**src/rtl/lrs_pkg.sv**
```systemverilog
// Shared types and constants for the labelled region statistics unit.
`default_nettype none
package lrs_pkg;

  typedef struct packed {
    logic signed [15:0] density;
    logic [15:0]        spatial_label;
    logic [15:0]        region_label;
    logic [11:0]        column;
    logic [11:0]        row;
    logic [11:0]        layer;
    logic               last_voxel;
  } voxel_t;

  typedef struct packed {
    logic signed [15:0] min_density;
    logic signed [15:0] max_density;
    logic [24:0]        voxel_count;
    logic signed [23:0] density_mean;
    logic [23:0]        density_stddev;
    logic [19:0]        x_mean;
    logic [19:0]        y_mean;
    logic [18:0]        x_stddev;
    logic [18:0]        y_stddev;
    logic               empty_res;
  } result_t;

  // classified voxel, as held in the queue between front and back
  typedef struct packed {
    logic               hit;
    logic signed [15:0] density;
    logic [11:0]        column;
    logic [11:0]        row;
    logic [30:0]        dens_sq;
    logic [23:0]        col_sq;
    logic [23:0]        row_sq;
    logic               last;
  } entry_t;

  typedef struct packed {
    logic [15:0]        target;
    logic               use_spatial;
    logic [11:0]        layer_sel;
    logic signed [15:0] init_min;
    logic signed [15:0] init_max;
  } cfg_t;

  // accumulator contents handed over at the end of a scan
  typedef struct packed {
    logic signed [15:0] run_min;
    logic signed [15:0] run_max;
    logic [24:0]        count;
    logic signed [39:0] dens_sum;
    logic [54:0]        dens_sq_sum;
    logic [35:0]        col_sum;
    logic [35:0]        row_sum;
    logic [47:0]        col_sq_sum;
    logic [47:0]        row_sq_sum;
  } snap_t;

  typedef enum logic [2:0] {
    REG_TARGET      = 3'd0,
    REG_USE_SPATIAL = 3'd1,
    REG_LAYER       = 3'd2,
    REG_INIT_MIN    = 3'd3,
    REG_INIT_MAX    = 3'd4
  } reg_idx_e;

  typedef enum logic [3:0] {
    FIN_IDLE,
    FIN_PREP,
    FIN_NQ,
    FIN_SS,
    FIN_NN,
    FIN_VAR,
    FIN_ROOT,
    FIN_MEAN,
    FIN_OUT
  } fin_state_e;

  typedef enum logic [1:0] {
    STAT_DENS = 2'd0,
    STAT_COL  = 2'd1,
    STAT_ROW  = 2'd2
  } stat_e;

  localparam logic signed [15:0] INIT_MIN_RST = 16'sh7FFF;
  localparam logic signed [15:0] INIT_MAX_RST = 16'sh8000;

  localparam logic [6:0] MUL_STEPS  = 7'd39;
  localparam logic [6:0] DIV_STEPS  = 7'd95;
  localparam logic [6:0] ROOT_STEPS = 7'd31;

endpackage
`default_nettype wire

```
**src/rtl/lrs_queue.sv**
```systemverilog
// Two-entry queue between front and back.
`default_nettype none
module lrs_queue (
  input  logic            clk_i,
  input  logic            rst_ni,
  input  logic            push_i,
  input  lrs_pkg::entry_t entry_i,
  output logic            full_o,
  input  logic            pop_i,
  output logic            empty_o,
  output lrs_pkg::entry_t entry_o
);

  lrs_pkg::entry_t mem_q [2];
  logic            wr_ptr_q, rd_ptr_q;
  logic [1:0]      fill_q;

  assign full_o  = fill_q[1];
  assign empty_o = (fill_q == 2'd0);
  assign entry_o = mem_q[rd_ptr_q];

  always_ff @(posedge clk_i or negedge rst_ni) begin
    if (!rst_ni) begin
      wr_ptr_q <= 1'b0;
      rd_ptr_q <= 1'b0;
      fill_q   <= 2'd0;
    end else begin
      if (push_i) wr_ptr_q <= !wr_ptr_q;
      if (pop_i)  rd_ptr_q <= !rd_ptr_q;
      if (push_i && !pop_i)      fill_q <= fill_q + 2'd1;
      else if (pop_i && !push_i) fill_q <= fill_q - 2'd1;
    end
  end

  always_ff @(posedge clk_i) begin
    if (push_i) mem_q[wr_ptr_q] <= entry_i;
  end

endmodule
`default_nettype wire

```
**config.mk**
```make
export PLATFORM = sky130hd
export DESIGN_NAME = lrs_queue
export DESIGN_NICKNAME = d
export VERILOG_FILES = /design/src/rtl/lrs_pkg.sv /design/src/rtl/lrs_queue.sv
export SDC_FILE = /design/constraint.sdc
export NUM_CORES = 1
export LEC_CHECK = 0
export BUFFER_PORTS_ARGS = -buffer_cell sky130_fd_sc_hd__buf_2
export CAP_MARGIN = 40
export CORE_ASPECT_RATIO = 1.75
export CORE_MARGIN = 1
export CORE_UTILIZATION = 45
export CTS_BUF_LIST = sky130_fd_sc_hd__clkbuf_16
export DETAILED_ROUTE_END_ITERATION = 16
export PLACE_DENSITY = 0.71
export SYNTH_ARGS = -nofsm -noshare
export SYNTH_HDL_FRONTEND = slang
export SYNTH_SLANG_ARGS = --single-unit
```
**constraint.sdc**
```tcl
create_clock -name clk_i -period 10.9 [get_ports clk_i]
set_clock_uncertainty 0.1 [all_clocks]
set_input_delay 1.635 -clock clk_i [delete_from_list [all_inputs] [get_ports clk_i]]
set_output_delay 1.635 -clock clk_i [all_outputs]
set_load 0.01 [all_outputs]
```
== Yosys cells after proc, flatten, opt, wreduce, memory -nomap -nowiden ==
Memory sizes are Yosys's and may differ from the RTL's.
Cells that the tools add are included.
Cells by class
  add/subtract/negate cells: 2
  multipliers: 0
  div/mod/pow operators: 0
  $lt $le $gt $ge: 0
  equality and inequality tests: 0
  shift operators: 0
  multiplexer cells: 4
  bitwise gates (word level): 0
  reduce and logical (&&, ||, !) cells: 8
Operators by type and width (number)
  $logic_not A1 Y1: 4
  $mux W2: 2
  $add A2 B1 Y2 const B: 1
  $logic_and A1 B1 Y1: 2
  $logic_not A2 Y1: 1
  $mux W1: 2
  $reduce_bool A2 Y1: 1
  $sub A2 B1 Y2 const B: 1
Word-level totals
  register bits after elaboration: 4
  latch bits: 0
  bits in writable memories: 242
  ROM bits: 0
  bits of input ports: 125
  output and inout port bits: 123
  logic and storage cells: 18
  memories kept: 1
Memory list
  mem_q: depth 2, bits a word 121, read ports 1, clocked after memory_dff 0, write ports 1, line lrs_queue.sv:14  | lrs_pkg::entry_t mem_q [2];

== Logic depth before layout (Yosys ltp) ==
Gate-level depths: netlist of run 1.
  word-level depth: 4
  gate-level depth with buffers: 5
  depth with buffers taken out: 5

== Least setup slack after synthesis of run 1 ==
Ideal clock, no wire load.
  path kind: input-to-reg
  from: in push_i
  to: mem mem_q[0][0] in the netlist's numbering, enable pin
  library setup time: 0.617 ns
  data arrival time: 6.884 ns
  required time: 10.183 ns
  setup slack: 3.299 ns
  cell stages on the path: 1
  path buffers: 0
  cells stage by stage: nor2b_1
On the way
  longest elaborated chain between the ends: 2
RTL lines
  from (decl): line lrs_queue.sv:6  | input logic push_i,
  $mux W1: line lrs_queue.sv:36  | if (push_i) mem_q[wr_ptr_q] <= entry_i;
  $mux W1 (implied by the code): line lrs_queue.sv:36
  to (decl): line lrs_queue.sv:14
No other way between the ends.

==> results of run 1 <==
-- flip-flops by register name, summed over array words and instances, names as in the netlist --
| name | count |
|---|---|
| rd_ptr_q | 1 |
| fill_q | 2 |
| wr_ptr_q | 1 |
| mem_q | 242 |
-- worst max-delay path, delay by kind of cell, from the launching register on --
kind | cells | cell delay (ns)
DFF | 1 | 0.70
muxes | 1 | 0.40
buffers and inverters | 4 | 0.95
-- worst paths after layout --
path / from / endpoint / slack (ns)
max in group asynchronous: rst_ni / rd_ptr_q / 9.74
worst min-delay path: fill_q[1] / fill_q[1] / 0.40
worst max-delay path: rd_ptr_q / entry_o[105] / 6.50
worst min register to register: fill_q[1] / fill_q[1] / 0.40
min in group asynchronous: rst_ni / fill_q[1] / 0.83
worst max register to register: wr_ptr_q / mem_q[1][56] / 8.57
-- layout by cell type (no fill, tap or decap) --
master     instances
buf_2            247
edfxtp_1         242
mux2_4            80
mux2_2            41
clkbuf_16         23
inv_1              9
diode_2            6
xor2_1             4
clkinv_1           4
buf_4              4
dfrtp_1            3
buf_16             3
nor2_1             2
and2_4             1
nor2b_4            1
xnor2_1            1
ha_1               1
clkinv_2           1
inv_8              1
buf_12             1
dfrtp_4            1
-- cell families after synthesis --
| group | count (synthesis) |
|---|---|
| flip-flops | 246 |
| AND/OR/NAND/NOR | 4 |
| buffers and inverters | 15 |
| adder cells (fa/ha/maj) | 1 |
| multiplexers | 121 |
| XOR/XNOR | 5 |
-- metrics by stage --
| step | instance area [um^2] | power (W) | std cells | worst slack (ns) | util (%) |
|---|---|---|---|---|---|
| CTS | 11400 | 0.00296 | 918 | 6.49 | 56.6 |
| floorplan | 9250 | 0.00198 | 392 | 3.30 | - |
| finish | 11500 | 0.00292 | 924 | 6.50 | 56.7 |
| detailed placement | 10800 | 0.00227 | 881 | 7.03 | 53.5 |
| global placement | 10700 | 0.00221 | 877 | 6.54 | 53.0 |
| global route | 11400 | 0.00305 | 920 | 6.40 | 56.7 |
-- power by group --
part / internal (W) / leakage [nW] / switching [W] / total [W]
Combinational: 0.000463 / 1.91 / 0.000444 / 0.000907
Sequential: 0.00126 / 2.32 / 0.0000719 / 0.00133
Clock: 0.000379 / 0.342 / 0.000306 / 0.000686
Total: 0.00210 / 4.57 / 0.000822 / 0.00292
-- cell type report --
cell class	count	area [um^2]	area share, %
flip-flops and latches	246	7370	64.3
multi-input cells	131	1750	15.3
repair buffers	255	1370	11.9
clock buffers	23	576	5.02
well taps	248	310	2.71
clock inverters	14	61.3	0.535
diodes	6	15.0	0.131
inverters	1	3.75	0.0328
-- routing by layer --
metal / routed length [um] / track usage [%]
met1: 5500 / 14.8
met2: 10000 / 31.1
met3: 1350 / 4.78
met4: 811 / 8.86
met5: 53 / 0
==> out/metrics.yaml, run 1 <==
status: "finished clean"
htree_num_levels: 1
period_needed_ns: 4.40
rows: 69
arrival_ns: 2.66
yosys-mux-area-fraction_pct: 18.0
yosysWarnings: 0
synth_common_cells: "242 x edfxtp_1, 80 x mux2_4, 41 x mux2_2, 9 x buf_6"
top_level_ports: 248
synthSimpleGateAreaFrac_pct: 0.217
cp_common_cell: "buf_16"
clockRootBuffer: "clkbuf_16"
total_leakage_power_nw: 4.57
clock_sinks: 246
seq_area_frac_synth_pct: 79.7
cts_resized: 0
avgRoutedWirePerCell_um: 19.2
max_freq_ghz: 0.227
fp.dieW_um: 110
synthAdderAreaFrac_pct: 0.135
crit_fanout: 57
drive_above_1_share_pct: 60.3
globalRoute.totalOverflow: 0
worst_pin_slew_ns: 0.584
timing.max_cap.violations: 0
nNetsFinal: 783
whs_path_depth: 1
clk_latency_ns: 0.49
area_growth_pct: 23.9
die_h_um: 192
wirelength_um: 17700
final.setup.tns_ns: 0
avgSynthCellArea_um2: 23.6
grt_pass1_wl_um: 25400
dp_hpwl_um: 12500
grt_pass1_vias: 5038
synthFlopType: "edfxtp_1"
antenna_found_initial: 8
worstSetupStartpointType: "register"
yosys-top-cells-area: "edfxtp_1 79%, mux2_4 13%, mux2_2 5.0%"
syn-instance-count: 392
synth-async-reset-ratio_pct: 1.63
syn-cell-area_um2: 9250
irDropWorstVdd_uv: 188
drc: 0
post-route-period-util_pct: 40.4
die-area_um2: 21100
vias: 4568
crit_path_max_incr_delay_ns: 0.70
globalplace.congestion: 0.717
synth_nets: 518
ys_seq_elements: 246
crit_type: "register to output port"
grt_use_total_pct: 16.3
synth.most_common_cell: "edfxtp_1"
crit_required_ns: 9.17
rsz0062_at_grt: "no"
synthDistinctLibCells: 14
via_per_inst: 4.94
coreArea_um2: 20200
hold_slack_ns: 0.402
setup_viol: 0
synth_compound_area_share_pct: 0
synth_top_area_cell: "edfxtp_1"
synth_top_cell_area_share_pct: 78.6
cts_buffer_depth: 3
antenna_left: 0
synth_xor_area_share_pct: 0.474
hp-class: "register to register"
finalMaxSlewViolations: 0
critPathCaptureType: "output port"
port-buffer-count: 247
reg2reg_depth: 3
hold_violations: 0
grt_max_degree: 59
synth_edf_count: 242
start_util_pct: 45.8
drt_iter0_markers: 223
tritoncts: "built"
cts-hold-fix-buffers: 0
fill_cells: 1577
max_slew_margin_pct: 61.0
power_density_nw_per_um2: 255
dr.pass1.iters: 4
numCtsBuffers: 22
cts_setup_buffers: 0
clk_pin_slew_ns: 0.06
synth_top_family_by_area: "multiplexers"
slowest_stage: "dfrtp_4"
crit_chain: "buf_16, buf_4, buf_16, mux2_2, buf_2"
Note: power is estimated with default switching activity, not from simulation.
==> inputs of run 2 (changes only) <==
==> constraint.sdc (replaced) <==
create_clock -name clk_i -period 4.2 [get_ports clk_i]
set_clock_uncertainty 0.1 [all_clocks]
set_input_delay 0.63 -clock clk_i [delete_from_list [all_inputs] [get_ports clk_i]]
set_output_delay 0.63 -clock clk_i [all_outputs]
set_load 0.01 [all_outputs]
==> out/metrics.yaml, run 2 (same netlist as run 1, synthesis figures left out) <==
wirelength_um: 17100
coreArea_um2: 20200
drt_iter0_markers: 95
port-buffer-count: 247
setup_viol: 0
clk_pin_slew_ns: 0.06
rsz0062_at_grt: "no"
period_needed_ns: 3.15
globalRoute.totalOverflow: 0
max_freq_ghz: 0.318
crit_start: "rd_ptr_q"
grt_pass1_vias: 4903
p_sw_w: 0.00214
vias: 4544
top_level_ports: 248
final.setup.tns_ns: 0
reg.largest.list: "mem_q x242, fill_q x2"
reg2reg_depth: 2
die-area_um2: 21100
rows: 69
area_growth_pct: 24.9
critPathCaptureType: "output port"
grt_max_degree: 67
finalWorstSetupSlack_ns: 1.05
endpoint: "entry_o[24]"
fill_cells: 1572
multiInputGateArea_um2: 1750
start_util_pct: 45.8
drc: 0
irDropWorstVdd_uv: 551
globalplace.congestion: 0.721
via_per_inst: 4.88
clkPwrFrac_pct: 25.8
post-route-period-util_pct: 74.9
status: "finished clean"
layout.cells.most_common: "buf_2"
clockRootBuffer: "clkbuf_16"
worst_pin_slew_ns: 0.804
final-seq-area_um2: 7370
power_density_nw_per_um2: 672
htree_num_levels: 1
numCtsBuffers: 22
tritoncts: "built"
arrival_ns: 2.42
crit_type: "register to output port"
p_seq_share_pct: 44.8
clock_sinks: 246
whs_path_depth: 1
cts_buffer_depth: 3
die_h_um: 192
fp.dieW_um: 110
max_slew_margin_pct: 46.4
largest_reg_flops: 242
grt_pass1_wl_um: 24400
worstSetupStartpointType: "register"
nNetsFinal: 782
rr_endpoint: "mem_q[1][33]"
pre_cts_slack_ns: 1.57
total_leakage_power_nw: 4.58
crit_required_ns: 3.47
grt_use_total_pct: 15.6
hp-class: "input port to register"
avgRoutedWirePerCell_um: 18.4
final_cell_mix: "247 x buf_2, 242 x edfxtp_1, 80 x mux2_4"
r2r_slack_ns: 2.16
finalMaxSlewViolations: 0
dp_hpwl_um: 12000
antenna_found_initial: 13
drive_above_1_share_pct: 60.9
dr.pass1.iters: 4
timing.max_cap.violations: 0
p_sw_share_pct: 27.6
crit_fanout: 44
clk_latency_ns: 0.49
largest_register: "mem_q"
hold_violations: 0
p_comb_share_pct: 29.4
p_int_w: 0.00561
antenna_left: 0
reg2reg_from: "wr_ptr_q"
[run 2: cell type report]
cell class                 instances  share of cell area, %
antenna                           11                  0.238
multi-input combinational        131                   15.1
clock buffer                      23                   4.98
inverter                           1                 0.0325
sequential                       246                   63.8
tap                              248                   2.69
timing repair buffer             254                   11.7
clock inverter                    17                   1.35
[run 2: worst min-delay path by stage]
| stage | from | end | slack (ns) |
|---|---|---|---|
| detailed placement | rst_ni | fill_q[1] | 0.35 |
| floorplan | rst_ni | fill_q[0] | 0.23 |
| finish | entry_i[90] | mem_q[1][90] | 0.22 |
| global route | entry_i[93] | mem_q[0][93] | 0.20 |
| global placement | rst_ni | fill_q[1] | 0.34 |
| CTS | entry_i[30] | mem_q[0][30] | 0.19 |
[run 2: worst max-delay path, cell delays in order, from the launching register on]
cell	delay (ns)
dfrtp_4	0.88
buf_4	0.51
mux2_4	0.34
buf_2	0.14
[run 2: power by group through the flow]
stage / clock network, W / registers (W) / logic (W)
6_report: 0.00200 / 0.00347 / 0.00228
3_3_place_gp: 0 / 0.00350 / 0.00226
2_1_floorplan: 0 / 0.00343 / 0.00166
5_1_grt: 0.00213 / 0.00352 / 0.00245
4_1_cts: 0.00205 / 0.00348 / 0.00232
3_5_place_dp: 0 / 0.00353 / 0.00232
[run 2: through the flow]
step	instances	hold WS [ns]	power, W	instance area, um^2	utilization (%)
global placement	878	0.340	0.00577	10800	53.3
finish	931	0.217	0.00775	11500	57.2
detailed placement	879	0.348	0.00585	10800	53.4
floorplan	392	0.234	0.00510	9250	-
global route	928	0.195	0.00809	11500	57.1
CTS	920	0.191	0.00786	11500	57.0
[run 2: what timing repair did]
action                                 4_1_cts  5_1_grt
hold buffers                                 1        0
setup buffers                                0        0
endpoints found under the hold margin        4        0
resized for setup                            0        0
[run 2: layer usage]
metal  up-vias  share of wire (%)  track usage (%)
met2       168                 57             29.3
met1      2212                 32             14.5
met3        51                6.7             4.28
met5         -               0.20                0
met4         6                4.2             9.01
li1       2107                  -                -
==> inputs of run 3 (changes only) <==
--- a/config.mk
+++ b/config.mk
@@ -5,6 +5,7 @@
 export SDC_FILE = /design/constraint.sdc
 export NUM_CORES = 1
 export LEC_CHECK = 0
+export ABC_AREA = 1
 export BUFFER_PORTS_ARGS = -buffer_cell sky130_fd_sc_hd__buf_2
 export CAP_MARGIN = 40
 export CORE_ASPECT_RATIO = 1.75
@@ -12,7 +13,7 @@
 export CORE_UTILIZATION = 45
 export CTS_BUF_LIST = sky130_fd_sc_hd__clkbuf_16
 export DETAILED_ROUTE_END_ITERATION = 16
-export PLACE_DENSITY = 0.71
+export PLACE_DENSITY = 0.74
 export SYNTH_ARGS = -nofsm -noshare
 export SYNTH_HDL_FRONTEND = slang
 export SYNTH_SLANG_ARGS = --single-unit
==> constraint.sdc (replaced) <==
create_clock -name clk_i -period 2.6 [get_ports clk_i]
set_clock_uncertainty 0.1 [all_clocks]
set_input_delay 0.39 -clock clk_i [delete_from_list [all_inputs] [get_ports clk_i]]
set_output_delay 0.39 -clock clk_i [all_outputs]
set_load 0.01 [all_outputs]
==> out/metrics.yaml, run 3 <==
top_level_ports: 248
synth_top_area_cell: "edfxtp_1"
wirelength_um: 19600
hold_slack_ns: 0.0685
clk_latency_ns: 0.48
period_needed_ns: 2.40
max_slew_margin_pct: 67.1
post-route-period-util_pct: 92.4
power_density_nw_per_um2: 988
hold_violations: 0
route.top_layer_used: "met4"
crit_type: "register to output port"
finalMaxSlewViolations: 0
crit_required_ns: 2.11
die-area_um2: 21200
cts_setup_buffers: 0
yosysWarnings: 0
ys_seq_elements: 246
reg.largest.list: "mem_q x242, fill_q x2"
drt_iter0_markers: 234
synth_common_cells: "242 x edfxtp_1, 80 x mux2_4, 41 x mux2_2, 9 x buf_6, 7 x inv_1"
rows: 69
synth_edf_count: 242
hp-class: "input port to register"
synthFlopType: "edfxtp_1"
max_freq_ghz: 0.416
total_leakage_power_nw: 5.07
grt_pass1_vias: 5631
largest_register: "mem_q"
fp.dieW_um: 110
arrival_ns: 1.91
worstSetupStartpointType: "register"
fill_cells: 1370
synth_nets: 527
area_growth_pct: 37.1
drc: 0
timing.max_cap.violations: 0
die_h_um: 192
yosys-top-cells-area: "edfxtp_1 78%, mux2_4 13%, mux2_2 5.0%"
coreArea_um2: 20300
crit_fanout: 41
synth_top_cell_area_share_pct: 78.4
status: "finished clean"
dr_wl_met3_um: 823
synthDistinctLibCells: 15
irDropWorstVdd_uv: 779
synth.most_common_cell: "edfxtp_1"
largest_reg_flops: 242
dr.pass1.iters: 4
via_per_inst: 4.90
grt_pass1_wl_um: 29000
avgSynthCellArea_um2: 23.1
wl_met2_um: 11200
layout.cells.most_common: "buf_2"
rsz0062_at_grt: "no"
worst_pin_slew_ns: 0.493
htree_num_levels: 1
cts_buffer_depth: 3
clk_pin_slew_ns: 0.06
syn-cell-area_um2: 9270
final_cell_mix: "247 x buf_2, 242 x edfxtp_1, 123 x dlygate4sd3_1"
nNetsFinal: 913
synth-async-reset-ratio_pct: 1.63
critPathCaptureType: "output port"
slowest_stage: "dfrtp_4"
utilization_pct: 62.6
antenna_left: 0
tritoncts: "built"
syn-instance-count: 401
antenna_found_initial: 2
port-buffer-count: 247
globalplace.congestion: 0.743
seq_area_frac_synth_pct: 79.5
dp_hpwl_um: 12200
grt_use_total_pct: 17.8
avgRoutedWirePerCell_um: 18.7
numCtsBuffers: 21
globalRoute.totalOverflow: 0
drive_above_1_share_pct: 50.9
wl_met1_um: 6640
clock_sinks: 246
start_util_pct: 45.7
crit_path_max_incr_delay_ns: 0.55
setup_viol: 0
clockRootBuffer: "clkbuf_16"
vias: 5134
crit_chain: "buf_12, mux2_2, buf_2"
grt_max_degree: 62
run 3: metal layers:
layer  vias to the layer above  global-route usage [%]
li1                       2343                       -
met1                      2555                    17.5
met2                       177                    35.0
met3                        59                    2.68
met4                         0                    9.85
met5                         -                       0
run 3: final timing paths:
check                           slack, ns  cells past startpoint      start      endpoint
worst max-delay path                 0.20                      3   rd_ptr_q   entry_o[13]
worst min register to register       0.45                      1  fill_q[0]     fill_q[0]
worst max register to register       0.81                      3   wr_ptr_q  mem_q[1][32]
max in group asynchronous            2.10                      2     rst_ni      rd_ptr_q
min in group asynchronous            0.15                      2     rst_ni     fill_q[1]
worst min-delay path                 0.07                      2     push_i      wr_ptr_q
run 3: cells by family (layout without fill, tap and decap cells):
logic type	Yosys count	after routing	synth area share [%]
adders and majority gates	1	1	0.135
and+or+nand+nor	9	9	0.405
muxes	121	121	17.9
other	0	2	0
xor gates and xnor gates	3	3	0.284
DFF	246	246	79.5
buffers and inverters	21	418	1.75
run 3: area by class of cell:
class                      count  area [um^2]  area share [%]
clock inverter                13          108           0.847
multi-input combinational    134         1750            13.8
tap                          248          310            2.44
sequential                   246         7370            58.0
timing repair buffer         377         2610            20.5
inverter                       7         30.0           0.236
clock buffer                  21          526            4.14
antenna                        2         5.00          0.0394
run 3: power by group:
group / switching, W / leakage [nW] / internal (W)
clock network: 0.00131 / 0.315 / 0.00166
registers: 0.000253 / 2.32 / 0.00526
logic: 0.00201 / 2.44 / 0.00207
run 3: repair_timing:
action	in CTS	in global routing
endpoints found under the hold margin	247	0
hold buffers	123	0
resized for setup	0	0
run 3: critical path: cells and delay by family, from the launching register on:
| family | cells | cell delay (ns) |
|---|---|---|
| flip-flops | 1 | 0.55 |
| buffers and inverters | 2 | 0.45 |
| multiplexers | 1 | 0.38 |
run 3: stage by stage:
| step | std cells | setup slack, ns | area (um^2) | power (W) | TNS (ns) |
|---|---|---|---|---|---|
| 6_report | 1048 | 0.198 | 12700 | 0.0126 | 0 |
| 5_1_grt | 1048 | 0.139 | 12700 | 0.0131 | 0 |
| 2_1_floorplan | 401 | -0.169 | 9280 | 0.00822 | -36.97 |
| 3_3_place_gp | 889 | 0.735 | 10800 | 0.00941 | 0 |
| 3_5_place_dp | 889 | 0.700 | 10800 | 0.00954 | 0 |
| 4_1_cts | 1046 | 0.172 | 12700 | 0.0127 | 0 |
